**config.mk**
```make
export PLATFORM = sky130hd
export DESIGN_NAME = hgcd_cell
export DESIGN_NICKNAME = d
export VERILOG_FILES = /design/src/rtl/hgcd_pkg.sv /design/src/rtl/hgcd_cell.sv
export SDC_FILE = /design/constraint.sdc
export NUM_CORES = 1
export LEC_CHECK = 0
export ABC_CLOCK_PERIOD_IN_PS = 7600
export BUFFER_PORTS_ARGS = -buffer_cell sky130_fd_sc_hd__buf_2
export CORE_AREA = 2 2 179 181
export CTS_CLUSTER_SIZE = 25
export DETAILED_ROUTE_END_ITERATION = 16
export DIE_AREA = 0 0 181 183
export PLACE_DENSITY_LB_ADDON = 0.08
export SKIP_CTS_REPAIR_TIMING = 1
export SLEW_MARGIN = 25
export SYNTH_ARGS = -nofsm -noshare
export SYNTH_HDL_FRONTEND = slang
export SYNTH_SLANG_ARGS = --single-unit
```
**constraint.sdc**
```tcl
create_clock -name clk -period 7.6 [get_ports clk]
set_input_delay 0.76 -clock clk [delete_from_list [all_inputs] [get_ports clk]]
set_output_delay 0.76 -clock clk [all_outputs]
set_load 0.01 [all_outputs]
```
**src/rtl/hgcd_pkg.sv**
```systemverilog
// Shared constants, types and helper functions for the haversine distance block.
// Holds the CORDIC angle table, the degree-to-radian scale and the CORDIC gain.
// Depends on nothing; every other file refers to it by scoped names.
package hgcd_pkg;

	// Fixed-point configuration.
	localparam int ANGLE_FRAC_BITS = 16;
	localparam int DIST_FRAC_BITS  = 8;
	localparam int CORDIC_STAGES   = 20;

	// Physical constants.
	localparam int HalfTurnDeg   = 180;
	localparam int EarthRadiusKm = 6371;
	localparam int AngleFactor   = 2;

	// Port and datapath widths.
	localparam int LatW    = 24;
	localparam int LonW    = 25;
	localparam int OutW    = 23;
	localparam int DegW    = 27;
	localparam int ThetaW  = ANGLE_FRAC_BITS + 8;
	localparam int OneBits = 30;
	localparam int FracW   = OneBits + 1;
	localparam int XW      = 34;
	localparam int StepW   = $clog2(CORDIC_STAGES);
	localparam int SqSteps = OneBits + 1;
	localparam int SqStepW = $clog2(SqSteps);
	localparam int SqVW    = 2 * OneBits + 1;
	localparam int SqRW    = 2 * OneBits + 2;
	localparam int ProdW   = FracW + 14;
	localparam int DistW   = ProdW + 17;

	// Latencies of the pipeline sections.
	localparam int ScLat   = CORDIC_STAGES + 3;
	localparam int NumStg  = 2 * CORDIC_STAGES + 40;

	// Angle ranges in input units.
	localparam int FullTurn    = 2 * HalfTurnDeg * (1 << ANGLE_FRAC_BITS);
	localparam int HalfTurn    = HalfTurnDeg * (1 << ANGLE_FRAC_BITS);
	localparam int QuarterTurn = HalfTurn / 2;

	localparam logic [FracW-1:0] OneQ30 = FracW'(1) << OneBits;
	localparam logic [13:0] DistScale = 14'(AngleFactor * EarthRadiusKm);
	localparam logic [31:0] OutMax = (32'd1 << OutW) - 32'd1;

	// Pi in Q61 and the scale from half-angle units to Q30 radians.
	localparam logic [63:0] Pi61 = 64'h6487ED5110B4611A;
	localparam logic [63:0] RadScale =
		((Pi61 >> (ANGLE_FRAC_BITS + 2)) + 64'(HalfTurnDeg / 2)) / 64'(HalfTurnDeg);
	localparam logic [23:0] RadLo = RadScale[23:0];
	localparam logic [23:0] RadHi = RadScale[47:24];

	// One CORDIC vector as it travels along the chain.
	typedef struct packed {
		logic signed [XW-1:0] x;
		logic signed [XW-1:0] y;
		logic signed [XW-1:0] z;
	} cordic_t;

	// Arctangent of 2^-i in Q30, rounded to nearest.
	function automatic longint atan_q30(input int i);
		longint r;
		case (i)
			0: r = 64'sd843314857;
			1: r = 64'sd497837829;
			2: r = 64'sd263043837;
			3: r = 64'sd133525159;
			4: r = 64'sd67021687;
			5: r = 64'sd33543516;
			6: r = 64'sd16775851;
			7: r = 64'sd8388437;
			8: r = 64'sd4194283;
			9: r = 64'sd2097149;
			default: r = (i >= 31) ? 64'sd1 : (64'sd1 <<< (30 - i));
		endcase
		return r;
	endfunction

	// Runs the rotation chain on a unit vector to get the chain's gain.
	function automatic longint cordic_gain();
		longint x;
		longint y;
		longint z;
		longint nx;
		longint ny;
		x = 64'sd1 <<< OneBits;
		y = 64'sd0;
		z = 64'sd0;
		for (int i = 0; i < CORDIC_STAGES; i++) begin
			if (z >= 0) begin
				nx = x - (y >>> i);
				ny = y + (x >>> i);
				z  = z - atan_q30(i);
			end else begin
				nx = x + (y >>> i);
				ny = y - (x >>> i);
				z  = z + atan_q30(i);
			end
			x = nx;
			y = ny;
		end
		return x;
	endfunction

	localparam longint Gain    = cordic_gain();
	localparam longint InvGain = ((64'sd1 <<< 60) + Gain / 2) / Gain;

	// Clamps a signed Q30 value to the range zero to one.
	function automatic logic [FracW-1:0] clamp01(input logic signed [XW-1:0] v);
		logic [FracW-1:0] r;
		if (v[XW-1]) begin
			r = '0;
		end else if (v > $signed({{(XW-FracW){1'b0}}, OneQ30})) begin
			r = OneQ30;
		end else begin
			r = v[FracW-1:0];
		end
		return r;
	endfunction

endpackage

```
**src/rtl/hgcd_cell.sv**
```systemverilog
// One CORDIC micro-rotation cell with a register on its output.
// Works in rotation or vectoring mode; the step index sets shift and angle.
// Depends on hgcd_pkg.
module hgcd_cell (
	input  logic                        clk,
	input  logic                        en,
	input  logic                        vectoring,
	input  logic [hgcd_pkg::StepW-1:0]  step,
	input  hgcd_pkg::cordic_t           din,
	output hgcd_pkg::cordic_t           dout
);

	logic signed [hgcd_pkg::XW-1:0] x_in;
	logic signed [hgcd_pkg::XW-1:0] y_in;
	logic signed [hgcd_pkg::XW-1:0] z_in;
	logic signed [hgcd_pkg::XW-1:0] xs;
	logic signed [hgcd_pkg::XW-1:0] ys;
	logic signed [hgcd_pkg::XW-1:0] at;
	logic                           dir;
	hgcd_pkg::cordic_t              nxt;
	hgcd_pkg::cordic_t              dout_q;

	// Shifted terms and the angle of this step.
	assign x_in = din.x;
	assign y_in = din.y;
	assign z_in = din.z;
	assign xs   = x_in >>> step;
	assign ys   = y_in >>> step;
	assign at   = hgcd_pkg::XW'(hgcd_pkg::atan_q30(int'(step)));

	// Rotation follows the sign of z; vectoring drives y toward zero.
	assign dir = vectoring ? y_in[hgcd_pkg::XW-1] : !z_in[hgcd_pkg::XW-1];

	always_comb begin
		if (dir) begin
			nxt.x = x_in - ys;
			nxt.y = y_in + xs;
			nxt.z = z_in - at;
		end else begin
			nxt.x = x_in + ys;
			nxt.y = y_in - xs;
			nxt.z = z_in + at;
		end
	end

	always_ff @(posedge clk) begin
		if (en) begin
			dout_q <= nxt;
		end
	end

	assign dout = dout_q;

endmodule

```
---- Word level (Yosys, flattened, before mapping) ----
Index checks and enable logic that the tools add are counted.
cells by class
  add/sub/neg operators ................... 7
  reduce and logical (&&, ||, !) cells .... 2
  shift-type cells ........................ 3
  equality and inequality tests ........... 9
  muxes and demuxes ....................... 4
  magnitude comparators ................... 1
operators with widths
  cell                      number
  $pmux W34 S10             1
  $add A34 B34 Y34          3
  $mux W102                 1
  $sub A34 B34 Y34          3
  $sshr A34 B5 Y34          2
  $mux W34                  1
  $sshl A2 B32 Y34 const A  1
  $eq A5 B3 Y1 const B      4
  $eq A5 B2 Y1 const B      2
  $eq A5 B4 Y1 const B      2
  $sub A5 B5 Y6 const A     1
  $eq A5 B1 Y1 const B      1
  $ge A5 B5 Y1 const B      1
  $logic_not A5 Y1          1
  $logic_not A1 Y1          1
  $mux W1                   1
word-level totals
  register bits ........................... 102
  output and inout bits ................... 102

---- Logic depth before layout (Yosys ltp) ----
Gate-level depths: netlist (run 1).
  word-level depth ........................ 6
  depth in mapped cells ................... 30

---- Worst setup path after synthesis (run 1) ----
Ideal clock, no wire load.
  path kind ............................... in2reg
  start point ............................. in step[1] (netlist name)
  end point ............................... reg dout_q, in the netlist dout[29], data pin
  slack ................................... 1.194 ns
  library setup time ...................... 0.258 ns
  stages on the path ...................... 28
  path buffers ............................ 4
  arrival time ............................ 6.149 ns
  path through ............................ buf_4 -> inv_2 -> buf_1 -> clkbuf_1 -> ha_1 -> clkbuf_1 -> nor2_1 -> o32ai_1 -> or2_2 -> a211oi_1 -> ha_1 -> inv_1 -> a311oi_1 -> nand4_1 -> or2_2 -> o21ai_0 -> xnor2_1 -> ha_1 -> a21oi_1 -> o221ai_1 -> or3_1 -> a31oi_1 -> nor2_1 -> o31a_1 -> a21oi_1 -> o21bai_1 -> a21oi_1 -> xnor2_1
RTL lines
  what                  line             RTL
  from (decl)           hgcd_cell.sv:8   input logic [hgcd_pkg::StepW-1:0] step,
  to (signal assigned)  hgcd_cell.sv:48  dout_q <= nxt;
  to (decl)             hgcd_cell.sv:21  hgcd_pkg::cordic_t dout_q;

==> results of run 1 <==
==> logic make-up after synthesis <==
family                   count (synthesis)  synth area share
AO/OA/AOI/OAI                          578             0.251
AND/OR/NAND/NOR                        489             0.154
XOR/XNOR                               182             0.103
multiplexers                           155             0.161
buffers and inverters                  140            0.0426
adder cells (fa/ha/maj)                110            0.0905
flip-flops                             102             0.198
==> power by group through the flow <==
stage,clock network (mW),registers [mW],logic (mW)
4_1_cts,0.453,0.925,2.10
3_3_place_gp,0,0.928,2.07
2_1_floorplan,0,1.04,1.34
5_1_grt,0.470,0.938,2.32
3_5_place_dp,0,0.933,2.08
6_report,0.443,0.922,2.14
==> layer usage <==
metal	global-route usage	part of all wire	vias up
met5	0.00296	0	-
met4	0.123	0.031	0
met3	0.0739	0.10	114
met2	0.508	0.42	908
met1	0.500	0.45	7579
li1	-	-	7160
==> final cells by class <==
cell class | count | area (sq um) | share of cell area
clock buffer | 11 | 233 | 0.0134
sequential | 102 | 3060 | 0.176
inverter | 49 | 184 | 0.0106
tap | 402 | 503 | 0.0289
multi-input combinational | 1514 | 11800 | 0.676
antenna | 1 | 2.50 | 0.000144
timing repair buffer | 277 | 1640 | 0.0940
clock inverter | 5 | 26.3 | 0.00151
==> worst max-delay path by stage <==
| stage | start | endpoint | slack, ns | cells after the start |
|---|---|---|---|---|
| finish | step[0] | dout[26] | 0.40 | 24 |
| global placement | step[0] | dout[33] | 0.33 | 25 |
| floorplan | step[1] | dout[29] | 1.19 | 28 |
| global route | step[0] | dout[33] | 0.02 | 25 |
| CTS | step[0] | dout[33] | 0.64 | 25 |
| detailed placement | step[0] | dout[33] | 0.23 | 25 |
==> metrics by stage <==
step | std cells | cell area [sq um] | hold slack, ns | total power [mW]
6_report | 2361 | 17400 | 0.692 | 3.50
3_5_place_dp | 2344 | 17100 | 1.08 | 3.01
4_1_cts | 2360 | 17400 | 0.681 | 3.48
5_1_grt | 2360 | 17400 | 0.698 | 3.73
3_3_place_gp | 2344 | 17100 | 1.08 | 2.99
2_1_floorplan | 1756 | 15500 | 0.872 | 2.38
==> cells in the mapped netlist (all sizes together) (15+ instances only) <==
master,n
clkbuf,42
xor2,68
or2,17
o21bai,17
a211oi,29
a221oi,24
ha,107
nand2b,23
a211o,15
inv,49
nand3,41
mux4,69
mux2i,44
nand2,126
o211ai,18
o22ai,23
o21ai,103
mux2,42
a31oi,25
a21oi,150
a21o,37
buf,49
nor3,31
nor2,149
edfxtp,102
o21a,23
nor2b,20
o31ai,17
xnor2,114
==> qor.yml, run 1 <==
layout:
  largest_reg_flops: 102
  nNetsFinal: 2173
  utilization: 0.557
  drive_gt1_frac: 0.224
  syn2layout_area_growth_pct: 12.6
  mostFrequentLayoutCells: "buf_2, a21oi_1, nor2_1, nand2_1, xnor2_1"
  final_common_cell: "buf_2"
  fillers: 2848
grt:
  grt.total_usage: 0.346
  grt_remaining_overflow: 0
  antenna_found_initial: 1
  grt_pass1_vias: 14641
  grt_pass1_wl_mm: 87.5
  grt_max_degree: 56
worst_hold_path:
  min-delay-start: "din[34]"
  whs_path_depth: 2
  hold_end: "dout[34]"
  min_path_type: "in2reg"
worst_setup_path:
  cp-start-kind: "input port"
  end_kind: "register"
  cpMostUsedCell: "o21ai_0"
  critPathMaxStageDelay_ns: 0.64
  arrival_ns: 7.34
  crit_buf_inv: 3
  criticalPathCategory: "in2reg"
  critical_path.top_delay_family: "compound AO/OA/AOI/OAI gates"
  worstPathMaxFanout: 40
  crit_slowest_cell: "o21ai_0"
  required_ns: 7.74
  crit_chain: "buf_4, inv_1, ha_1, nor2_1, o32ai_1, or2_2, a211oi_1, ha_1, inv_1, a311oi_1, nand4_1, or2_2, o21ai_0, xnor2_1, ha_1, o21ai_0, a21oi_1, o311ai_0, or2_2, o21ai_0, o21ai_0, o21bai_1, a21oi_1, xnor2_1"
synthesis:
  synth_top_area_frac: 0.198
  synth_async_sr_flop_share: 0
  ys_types: 91
  ys.flop_type: "edfxtp_1"
  yosysTopAreaCell: "edfxtp_1"
  ys_ff_latch: 102
  avgSynthCellArea_sq_um: 8.80
  seq_area_frac_synth: 0.198
  yosys_warnings: 0
  syn_nets: 1976
  synth_area_sq_um: 15500
  synth_edf_count: 102
  syn_inst: 1756
  synth_area_leaders: "edfxtp_1, mux4_2, ha_1"
placement:
  gp_congestion: 1.05
  dp_hpwl_mm: 46.1
  dp_slack_ns: 0.233
  numPortBuffers: 211
job:
  maxCapViolCount: 0
die:
  coreArea_sq_um: 31200
  initial_utilization: 0.495
  die_w_microns: 181
  num_io_pins: 212
  row_count: 65
  die_h_microns: 183
  die-area_sq_um: 33100
detailed_routing:
  drcViolationCount: 0
  totalWireLength_mm: 58.1
  vias: 15761
  ant_nets: 0
  via_per_inst: 6.68
  drt_first_pass_iters: 6
  routedWlPerCell_microns: 24.6
  drtIter0Drc: 1898
clock_network:
  htree_levels: 3
  cts_buffers: 9
  cts-root-buf: "clkbuf_16"
  clkSinkCount: 102
  cts_tree: "done"
  clk_path_buf_depth: 2
  path_clk_slew_ns: 0.08
sta:
  fmax_mhz: 139
  relSlewSlack: 0.316
  timing_hold_violations_final: 0
  layout_setup_ws_ns: 0.403
  fin_crit_ns: 7.20
  fin_tns_setup_ns: 0
  max_slew.worst_pin.slew_ns: 1.02
  drv_slew: 0
  rsz0062_at_grt: "false"
  fin_crit_sh: 0.947
  setup_viol: 0
pwr:
  switching_share: 0.434
  vdd_ir_drop_max_mv: 0.153
  clock_power_share: 0.127
  p_int_mw: 1.98
  power_frac_comb: 0.610
  p_leak_nw: 7.05
  seqPwrFrac: 0.263
  p_sw_mw: 1.52
  power.density_nw_per_um2: 201
status:
  status: "complete, no violations"
(Power assumes the default switching activity.)
==> run 2: changes to the inputs <==
--- a/config.mk
+++ b/config.mk
@@ -11,6 +11,7 @@
 export CTS_CLUSTER_SIZE = 25
 export DETAILED_ROUTE_END_ITERATION = 16
 export DIE_AREA = 0 0 181 183
+export HOLD_SLACK_MARGIN = 0.15
 export PLACE_DENSITY_LB_ADDON = 0.08
 export SKIP_CTS_REPAIR_TIMING = 1
 export SLEW_MARGIN = 25
==> constraint.sdc (replaced) <==
create_clock -name clk -period 7.6 [get_ports clk]
set_input_delay 1.52 -clock clk [delete_from_list [all_inputs] [get_ports clk]]
set_output_delay 1.52 -clock clk [all_outputs]
set_load 0.01 [all_outputs]
==> run 2 against run 1 <==
Clock-buffer cell count stayed put. Largest cell class unchanged. Sequential power about the same. Non-clock buffer count is 145 higher. Worst hold slack better by 0.80 ns. First-iteration DRC count shrank 3.0%. Fmax is 0.68% higher. Critical path depth is 3 lower. Critical endpoint is now dout[67]. Die area unchanged.
==> qor.yml, run 2 (synthesis gave the netlist of run 1 again) <==
status:
  status: "complete, no violations"
pwr:
  switching_share: 0.425
  power.density_nw_per_um2: 201
  power_frac_comb: 0.624
  seqPwrFrac: 0.247
  p_leak_nw: 7.78
  p_sw_mw: 1.58
  clock_power_share: 0.129
  p_int_mw: 2.14
  vdd_ir_drop_max_mv: 0.174
detailed_routing:
  via_per_inst: 6.54
  drtIter0Drc: 1842
  vias: 16381
  totalWireLength_mm: 61.4
  drcViolationCount: 0
  ant_nets: 0
  drt_first_pass_iters: 7
  routedWlPerCell_microns: 24.5
placement:
  place_inst: 2488
  dp_hpwl_mm: 49.0
  dp_slack_ns: -0.0357
  gp_congestion: 1.05
  numPortBuffers: 211
  post_dp_cell_area_sq_um: 18200
clock_network:
  cts-root-buf: "clkbuf_16"
  htree_levels: 3
  clkSinkCount: 102
  clk_path_buf_depth: 2
  cts_buffers: 9
  path_clk_slew_ns: 0.07
  cts_tree: "done"
sta:
  relSlewSlack: 0.267
  layout_setup_ws_ns: 0.451
  fin_crit_sh: 0.941
  timing_hold_violations_final: 0
  whs_ns: 1.49
  drv_slew: 0
  rsz0062_at_grt: "false"
  fin_crit_ns: 7.15
  fmax_mhz: 140
  max_slew.worst_pin.slew_ns: 1.10
  setup_viol: 0
worst_setup_path:
  arrival_ns: 7.28
  cpMostUsedCell: "o21ai_0"
  crit_buf_inv: 2
  crit_slowest_cell: "mux4_2"
  criticalPathCategory: "in2reg"
  crit_chain: "buf_6, mux4_2, a21boi_0, o21ai_0, a221oi_1, buf_4, nand4_1, nand4bb_1, or2_2, o21ai_0, xor2_1, ha_1, and3_1, a311oi_1, a21oi_1, a41oi_1, nor2_1, a41o_1, o41ai_1, o21ai_0, xnor2_1"
  critPathMaxStageDelay_ns: 0.62
  worstPathMaxFanout: 27
  critical_path.top_delay_family: "compound AO/OA/AOI/OAI gates"
  required_ns: 7.73
  cp-start-kind: "input port"
  end_kind: "register"
die:
  die_h_microns: 183
  row_count: 65
  die_w_microns: 181
  die-area_sq_um: 33100
  initial_utilization: 0.495
  coreArea_sq_um: 31200
  num_io_pins: 212
layout:
  drive_gt1_frac: 0.276
  mostFrequentLayoutCells: "buf_2, buf_4, nor2_1, a21oi_1, nand2_1"
  nNetsFinal: 2318
  final_common_cell: "buf_2"
  largest_reg_flops: 102
  design_area_sq_um: 18600
  utilization: 0.595
  syn2layout_area_growth_pct: 20.2
  fin_cells: 2506
grt:
  grt_remaining_overflow: 0
  grt_pass1_vias: 15727
  grt_pass1_wl_mm: 93.0
  antenna_found_initial: 0
  grt_max_degree: 56
  grt.total_usage: 0.366
worst_hold_path:
  min_path_type: "in2reg"
  whs_path_depth: 2
  hold_end: "dout[34]"
  min-delay-start: "din[34]"
job:
  maxCapViolCount: 0
-- run 2: worst max-delay path by stage --
stage / from / end / slack (ns) / depth (start not counted)
2_1_floorplan: step[1] / dout[29] / 0.43 / 28
3_3_place_gp: step[0] / dout[67] / 0.08 / 22
3_5_place_dp: step[0] / dout[100] / -0.04 / 21
4_1_cts: step[0] / dout[100] / 0.38 / 21
5_1_grt: step[0] / dout[67] / 0.04 / 22
6_report: step[0] / dout[67] / 0.45 / 21
-- run 2: final cells by class --
| class | instances | area (sq um) |
|---|---|---|
| flip-flops and latches | 102 | 3060 |
| repair buffers | 422 | 2770 |
| clock buffers | 11 | 233 |
| well taps | 402 | 503 |
| clock inverters | 5 | 50.0 |
| multi-input cells | 1514 | 11800 |
| inverters | 49 | 184 |
| diodes | 1 | 2.50 |
| fillers | 2760 | 12700 |
-- run 2: metrics by stage --
step	power (mW)	TNS, ns
after detailed placement	3.19	-0.0357
after global placement	3.15	0
final	3.73	0
after floorplan	2.38	0
after CTS	3.69	0
after global routing	3.96	0
-- run 2: power groups by stage --
stage               registers, mW  clock network [mW]  logic, mW
floorplan                    1.04                   0       1.34
global placement            0.931                   0       2.22
detailed placement          0.933                   0       2.26
CTS                         0.925               0.490       2.28
global route                0.938               0.508       2.52
finish                      0.922               0.479       2.33
-- run 2: metal layers --
layer,GRT usage,share of wire,vias to the layer above
li1,-,-,7452
met1,0.526,0.44,7875
met2,0.549,0.42,938
met3,0.0796,0.11,116
met4,0.115,0.031,0
met5,0,0,-
